## src/sv/bpp_pkg.sv

```systemverilog
// Package for the Boris particle pusher: shared types, codes and constants.
// No dependencies.
package bpp_pkg;

    localparam int unsigned DW = 32;

    // Configuration register indexes.
    localparam logic [1:0] REG_ALPHA = 2'd0;
    localparam logic [1:0] REG_BETA  = 2'd1;
    localparam logic [1:0] REG_DT    = 2'd2;
    localparam logic [1:0] REG_VONLY = 2'd3;

    // Datapath operations, one per controller step.
    typedef enum logic [3:0] {
        OP_NONE,
        OP_LOAD,   // latch particle position, velocity and fields
        OP_KICK,   // k[i] = alpha*E[i], one component per step
        OP_HALF,   // m = sat(v + k)
        OP_CROSS,  // cross-term product a*b, then minus c*d
        OP_COEF,   // coefficient product, shift 24, saturate
        OP_POS     // x/y += dt*v
    } dp_op_t;

    typedef enum logic [2:0] {
        ST_IDLE,
        ST_KICK,
        ST_HALF,
        ST_ROT,
        ST_POS,
        ST_DONE
    } state_t;

    // Command from controller to datapath.
    typedef struct packed {
        dp_op_t     op;
        logic [1:0] comp;   // component 0..2 (also 0/1 for x/y)
        logic       pass;   // 0: alpha pass (m->p), 1: beta pass (p->v)
        logic       phase;  // 0: first product, 1: second product
    } dp_cmd_t;

    function automatic logic signed [DW-1:0] sat32(input logic signed [65:0] v);
        if (v > 66'sd2147483647)       return 32'sh7fffffff;
        else if (v < -66'sd2147483648) return 32'sh80000000;
        else                           return v[DW-1:0];
    endfunction

endpackage

```

## src/sv/bpp_ctrl.sv

```systemverilog
// Controller of the Boris pusher: sequences the shared multiplier steps.
// Depends on bpp_pkg.
module bpp_ctrl #(
    parameter int MAX_REPEAT = 16
) (
    input  logic             clk,
    input  logic             rst_n,
    input  logic             start,
    input  logic             vonly,
    input  logic [4:0]       repeat_count,
    output logic             busy,
    output logic             done,
    output bpp_pkg::dp_cmd_t cmd
);
    localparam int RW = $clog2(MAX_REPEAT + 1);

    bpp_pkg::state_t state_reg, state_next;
    logic [RW-1:0] reps_reg, reps_next;
    logic [1:0] comp_reg, comp_next;
    logic pass_reg, pass_next;
    logic phase_reg, phase_next;
    logic vonly_reg, vonly_next;
    logic [RW-1:0] req;

    // clamp requested repeat count
    always_comb
    begin
        if (32'(repeat_count) > MAX_REPEAT)
            req = RW'(MAX_REPEAT);
        else
            req = RW'(repeat_count);
    end

    always_ff @(posedge clk or negedge rst_n)
    begin
        if (!rst_n)
        begin
            state_reg <= bpp_pkg::ST_IDLE;
            reps_reg  <= '0;
            comp_reg  <= '0;
            pass_reg  <= 1'b0;
            phase_reg <= 1'b0;
            vonly_reg <= 1'b0;
        end
        else
        begin
            state_reg <= state_next;
            reps_reg  <= reps_next;
            comp_reg  <= comp_next;
            pass_reg  <= pass_next;
            phase_reg <= phase_next;
            vonly_reg <= vonly_next;
        end
    end

    // next state and datapath commands
    always_comb
    begin
        state_next = state_reg;
        reps_next  = reps_reg;
        comp_next  = comp_reg;
        pass_next  = pass_reg;
        phase_next = phase_reg;
        vonly_next = vonly_reg;
        cmd        = '{op: bpp_pkg::OP_NONE, comp: comp_reg, pass: pass_reg, phase: phase_reg};
        busy       = (state_reg != bpp_pkg::ST_IDLE);
        done       = 1'b0;
        case (state_reg)
            bpp_pkg::ST_IDLE:
                if (start)
                begin
                    cmd.op     = bpp_pkg::OP_LOAD;
                    vonly_next = vonly;
                    reps_next  = vonly ? RW'(1) : req;
                    comp_next  = '0;
                    state_next = bpp_pkg::ST_KICK;
                end
            bpp_pkg::ST_KICK:
            begin
                cmd.op = bpp_pkg::OP_KICK;
                if (comp_reg == 2'd2)
                begin
                    comp_next  = '0;
                    state_next = (reps_reg == '0) ? bpp_pkg::ST_DONE : bpp_pkg::ST_HALF;
                end
                else
                    comp_next = comp_reg + 2'd1;
            end
            bpp_pkg::ST_HALF:
            begin
                cmd.op     = bpp_pkg::OP_HALF;
                comp_next  = '0;
                pass_next  = 1'b0;
                phase_next = 1'b0;
                state_next = bpp_pkg::ST_ROT;
            end
            bpp_pkg::ST_ROT:
            begin
                // per component: two products, then the coefficient
                cmd.op = bpp_pkg::OP_CROSS;
                if (!phase_reg)
                    phase_next = 1'b1;
                else
                begin
                    phase_next = 1'b0;
                    state_next = bpp_pkg::ST_POS;
                end
            end
            bpp_pkg::ST_POS:
            begin
                // despite its name, this state applies the coefficient for the current component
                cmd.op = bpp_pkg::OP_COEF;
                if (comp_reg != 2'd2)
                begin
                    comp_next  = comp_reg + 2'd1;
                    state_next = bpp_pkg::ST_ROT;
                end
                else if (!pass_reg)
                begin
                    comp_next  = '0;
                    pass_next  = 1'b1;
                    state_next = bpp_pkg::ST_ROT;
                end
                else
                begin
                    comp_next  = '0;
                    pass_next  = 1'b0;
                    reps_next  = reps_reg - RW'(1);
                    state_next = bpp_pkg::ST_DONE;
                    if (!vonly_reg)
                    begin
                        phase_next = 1'b1; // flag: position advance pending
                        state_next = bpp_pkg::ST_KICK;
                        comp_next  = 2'd3;
                    end
                end
            end
            bpp_pkg::ST_DONE:
            begin
                done       = 1'b1;
                state_next = bpp_pkg::ST_IDLE;
            end
            default:
                state_next = bpp_pkg::ST_IDLE;
        endcase
        // position advance: reuse ST_KICK with comp 3 marker
        if (state_reg == bpp_pkg::ST_KICK && comp_reg == 2'd3)
        begin
            cmd.op   = bpp_pkg::OP_POS;
            cmd.comp = phase_reg ? 2'd0 : 2'd1;
            if (phase_reg)
            begin
                phase_next = 1'b0;
                comp_next  = 2'd3;
                state_next = bpp_pkg::ST_KICK;
            end
            else
            begin
                comp_next  = '0;
                state_next = (reps_reg == '0) ? bpp_pkg::ST_DONE : bpp_pkg::ST_HALF;
            end
        end
    end
endmodule

```

## config.mk

```make
export PLATFORM = sky130hd
export DESIGN_NAME = bpp_ctrl
export DESIGN_NICKNAME = d
export VERILOG_FILES = /design/src/sv/bpp_pkg.sv /design/src/sv/bpp_ctrl.sv
export SDC_FILE = /design/constraint.sdc
export NUM_CORES = 1
export LEC_CHECK = 0
export BUFFER_PORTS_ARGS = -buffer_cell sky130_fd_sc_hd__buf_4
export CAP_MARGIN = 30
export CORE_UTILIZATION = 33
export CTS_BUF_LIST = sky130_fd_sc_hd__clkbuf_16
export DETAILED_ROUTE_END_ITERATION = 8
export RECOVER_POWER = 100
export SYNTH_ARGS = -nofsm -noshare
export SYNTH_HDL_FRONTEND = slang
export SYNTH_SLANG_ARGS = --single-unit
```

## constraint.sdc

```tcl
create_clock -name clk -period 4.85 [get_ports clk]
set_input_delay 1.2125 -clock clk [delete_from_list [all_inputs] [get_ports clk]]
set_output_delay 1.2125 -clock clk [all_outputs]
set_load 0.02 [all_outputs]
```

After elaboration in Yosys (flattened, before gate mapping) --
Cells that the tools add are included. W data, S select, Z words.
Cells by class: add/subtract/negate cells 2, equal/unequal tests 14, reductions and logical operators 12, $lt $le $gt $ge 1, muxes and demuxes 39
Operators by type and width (number):
- $pmux W3 S5 | 2
- $mux W3 | 9
- $mux W5 | 5
- $mux W2 | 7
- $mux W1 | 11
- $pmux W5 S2 | 1
- $ne A2 B2 Y1 const B | 4
- $pmux W2 S4 | 1
- $eq A3 B2 Y1 const B | 2
- $eq A3 B3 Y1 const B | 2
- $mux W6 | 1
- $ne A3 B3 Y1 const B | 2
- $reduce_and A2 Y1 | 3
- $gt A5 B5 Y1 const B | 1
- $logic_not A5 Y1 | 1
- $reduce_bool A5 Y1 | 1
- $sub A5 B1 Y5 const B | 1
- $eq A2 B2 Y1 const B | 2
- $reduce_and A4 Y1 | 1
- $reduce_bool A2 Y1 | 2
- $eq A3 B1 Y1 const B | 1
- $logic_not A3 Y1 | 1
- $ne A3 B2 Y1 const B | 1
- $pmux W1 S3 | 1
- 5 further kinds | 5
Storage, ports and cells: output and inout port bits 10, bits in registers 13, logic and storage cells 74, bits of input ports 9

Depth between registers and ports, before layout --
depth after elaboration 6, mapped depth 7

Worst setup path after synthesis --
OpenSTA, ideal clock, no wires.
path type input to output, start in start, end out cmd[4] (netlist bit), path buffers 0, arrival time 1517 ps, setup slack 2120 ps, required time 3638 ps, stages 1, path through o31a_1
On the way: cells in the longest elaborated chain, start to end 3
Ends and longest elaborated chain:
- start, declared | line bpp_ctrl.sv:8 | input logic start,
- $mux W1 | line bpp_ctrl.sv:70 | if (start)
- $pmux W3 S5 | line bpp_ctrl.sv:68 | case (state_reg)
- $mux W6 | line bpp_ctrl.sv:147 | if (state_reg == bpp_pkg::ST_KICK && comp_reg == 2'd3)
- end, declared | line bpp_ctrl.sv:13 | output bpp_pkg::dp_cmd_t cmd
No other way between the ends.

==> results.txt <==
- The analysis attributes to net switching a power of between 0.4 and 0.5 mW.
- Top_reg_cell synth: sky130_fd_sc_hd__dfrtp_1
- For the final database, setup skew stands at 0.000967 ns.
- Dividing total power by cell area gives a power density of between 700 and 800 nW/um^2.
* Remaining global-route overflow: 0
* Via Count: 917
* Sum of internal, switching and leakage power: roughly 0.83 mW
- Fraction of layout cells with a size suffix above 1: 0.0815
- At the end of routability-driven placement, the weighted congestion stood at 0.788.
- The die covers approximately 3200 um^2.
- The final hold violation count came to 0.
- Ports: 19
* Via count of the first global-routing pass: a little under 900
- The kind of cell with the highest combined delay along the critical path is simple AND/OR/NAND/NOR gates.
- The later pin in the worst-skew pair is clocked with a latency of 0.24 ns.
* Result of the run: complete, but fails checks
- Required time at the worst-slack endpoint: ~3.6 ns
- From synthesis to final layout, the design area changed by 10.6%.
- Timing analysis after detailed placement gives a worst setup slack of roughly 1.9 ns.
* CTS tree: built
* Buffers & Inverters on Critical Path: 1
- Cell-by-cell listing of the critical path: or3b_1, o21ai_0, clkbuf_1
* Antenna violations before repair: 0
- Global-route wire length before repair: approximately 4000 um
- Slew at the pin closest to its max-slew limit: between 0.7 and 0.8 ns
* Pre-antenna DRT Iters: 6
* Maximum clock rate: around 320 MHz
- Entering global routing, the biggest net connects 20 pins.
- Number of setup violations in the final report: 0
* Total Routing Usage GR: 0.157
* EDFF count, synth: 0
- Post-CTS setup repair buffer count: 0
* Sink Count: 13
- Netlist area before placement: roughly 1000 um^2
* Sequential cell area fraction in the yosys report: 0.327
- Die outline height: 56.9 um
* HPWL after DPL: 1660 um
- Worst Setup Start Kind: flop
* Switching power as a share of total power: 0.484
- Final hold analysis gives a worst-case slack of roughly 0.50 ns.
* Cell with the largest stage delay on the worst path: sky130_fd_sc_hd__or3b_1
- In this run the tool buffered the top-level ports with 17 buffer cells.
- Clock transition at the register clock pins on the worst setup and hold paths after CTS: about 0.050 ns
* Hold Path Class: flop to flop
- Measured along the x axis, the die boundary spans between 50 and 60 um.
- The share of total power dissipated in sequential elements is 0.332.
- In the routed design, unresolved DRC markers number 6.
- Starting Density: 0.355
- In this run the standard cell core region covers about 2800 um^2.
- Across the VDD grid, the largest voltage drop is 316 uV.
- Post-DR wirelength/cell: 14.1 um
- In the final timing run, aggregate negative setup slack is 0 ns.
* Fraction of synthesis flops using an asynchronous set or reset pin: 1.00
- Cell count after synthesis: between 100 and 150
- RSZ-0062 raised after global routing: no
- Ys Warns: 0
- Once the clock tree was built, the resizer swapped 0 gates to a different size.
- In this run, the number of DRC markers left after iteration 0 of detailed routing was 41.
- Of the available clock period, the critical path in the final layout requires 0.650.
- The worst setup path is captured at an output pin.
- Total wire length: approximately 2300 um
- Largest incremental delay on the critical path: around 0.70 ns
- Relative slew slack: 0.510
* Violations in the final reports: design-rule violations
* H-tree level count: 1
- TritonCTS created 3 clock buffers.
- Final critical delay including setup and external delays: 3.15 ns
* Hold-fix buffer count after cts: 0
- For this run, the post-layout net count is around 150.
* Category of the critical setup timing path: flop to output pin
* Biggest fanout along the worst timing path: 19
- The clock passes through at most 2 buffers.
* Arrival time of data at the critical path endpoint: about 1.9 ns
- Number of unique standard cell types used by synthesis: 36
- Slew Limit Fails: 0
- Counting every net in the synthesized netlist gives around 140.
* ANT nets after route: 0
* Count of max-cap constraint violations: 0
* Count of antenna diodes in the layout: 0
- Share of total power in combinational logic: 0.483
* Average vias per placed instance: around 5.5
- Row count: 19
- Mean instance size in the synthesized netlist: 7.78 um^2
- CTS Root Cell: sky130_fd_sc_hd__clkbuf_16
- The register with the most flip-flops in the layout has 5 of them.
* Standby leakage power: approximately 0.46 nW
* #FFs+latches synth: 13
- Internal: 0.431 mW
- The top cell types in the final layout, fill and taps aside, are sky130_fd_sc_hd__a21oi_1, sky130_fd_sc_hd__dfrtp_1, sky130_fd_sc_hd__inv_1, sky130_fd_sc_hd__nand2_1, sky130_fd_sc_hd__clkbuf_1.
- Of the total power, the clock network draws 0.185.
- Setup slack on the critical path of the routed design comes to approximately 1.7 ns.
## power groups by stage
stage | Combinational, mW | Clock, mW | Sequential [mW]
after floorplan | 0.416 | 0 | 0.195
after global placement | 0.436 | 0 | 0.276
after detailed placement | 0.444 | 0 | 0.277
after CTS | 0.448 | 0.158 | 0.275
after global routing | 0.453 | 0.164 | 0.290
final | 0.404 | 0.154 | 0.277
## cells by family after synthesis
family / after synthesis / share of synthesized area
other: 1 / 0.00377
buffers and inverters: 25 / 0.131
AND/OR/NAND/NOR: 40 / 0.199
adder cells (fa/ha/maj): 1 / 0.0126
flip-flops: 13 / 0.327
XOR/XNOR: 1 / 0.00880
AO/OA/AOI/OAI: 45 / 0.298
multiplexers: 2 / 0.0214
## metrics by stage
stage                     area [um^2]   util  cells
after CTS                        1150  0.411    166
after floorplan                   996      -    128
after global placement           1070  0.383    162
final                            1100  0.393    166
after global routing             1100  0.393    166
after detailed placement         1070  0.383    162
## cell type report
type	count	area, um^2
timing repair buffer	17	86.3
clock buffer	3	75.1
clock inverter	1	3.75
sequential	13	325
multi-input combinational	90	531
tap	31	38.8
fill	312	1700
inverter	11	41.3
## routing by layer
| layer | GRT usage | vias to the layer above | share of wire |
|---|---|---|---|
| met1 | 0.198 | 429 | 0.48 |
| li1 | - | 464 | - |
| met4 | 0.0557 | 0 | 0.0072 |
| met5 | 0 | - | 0 |
| met3 | 0.0431 | 2 | 0.053 |
| met2 | 0.261 | 22 | 0.46 |
## worst paths after layout
check,from,end,slack (ns),cells after the start
worst min-delay path,reps_reg[4],reps_reg[4],0.50,2
worst max register to register,state_reg[1],reps_reg[0],2.52,4
worst min register to register,reps_reg[4],reps_reg[4],0.50,2
max in group asynchronous,rst_n,comp_reg[0],3.38,1
min in group asynchronous,rst_n,reps_reg[2],1.01,1
worst max-delay path,state_reg[1],cmd[6],1.70,3
## Yosys cell counts (3+ instances only)
library cell               number  area [um^2]
sky130_fd_sc_hd__inv_1         11         41.3
sky130_fd_sc_hd__a31oi_1        7         43.8
sky130_fd_sc_hd__nor3b_1        3         22.5
sky130_fd_sc_hd__dfrtp_1       13          325
sky130_fd_sc_hd__buf_4          3         22.5
sky130_fd_sc_hd__nor3_1         5         25.0
sky130_fd_sc_hd__nor2_1        10         37.5
sky130_fd_sc_hd__nand2_1       12         45.0
sky130_fd_sc_hd__o21ai_0       10         50.1
sky130_fd_sc_hd__clkbuf_1       6         22.5
sky130_fd_sc_hd__a21oi_1       13         65.1
sky130_fd_sc_hd__buf_6          3         33.8
## worst reg2reg max path, cell delays in order, from the launching register on
cell,delay [ns]
sky130_fd_sc_hd__dfrtp_1,0.57
sky130_fd_sc_hd__or3b_1,0.70
sky130_fd_sc_hd__o2bb2a_1,0.51
sky130_fd_sc_hd__or3_1,0.35
sky130_fd_sc_hd__o211ai_1,0.10
Note: power is estimated with default switching activity, not from simulation.
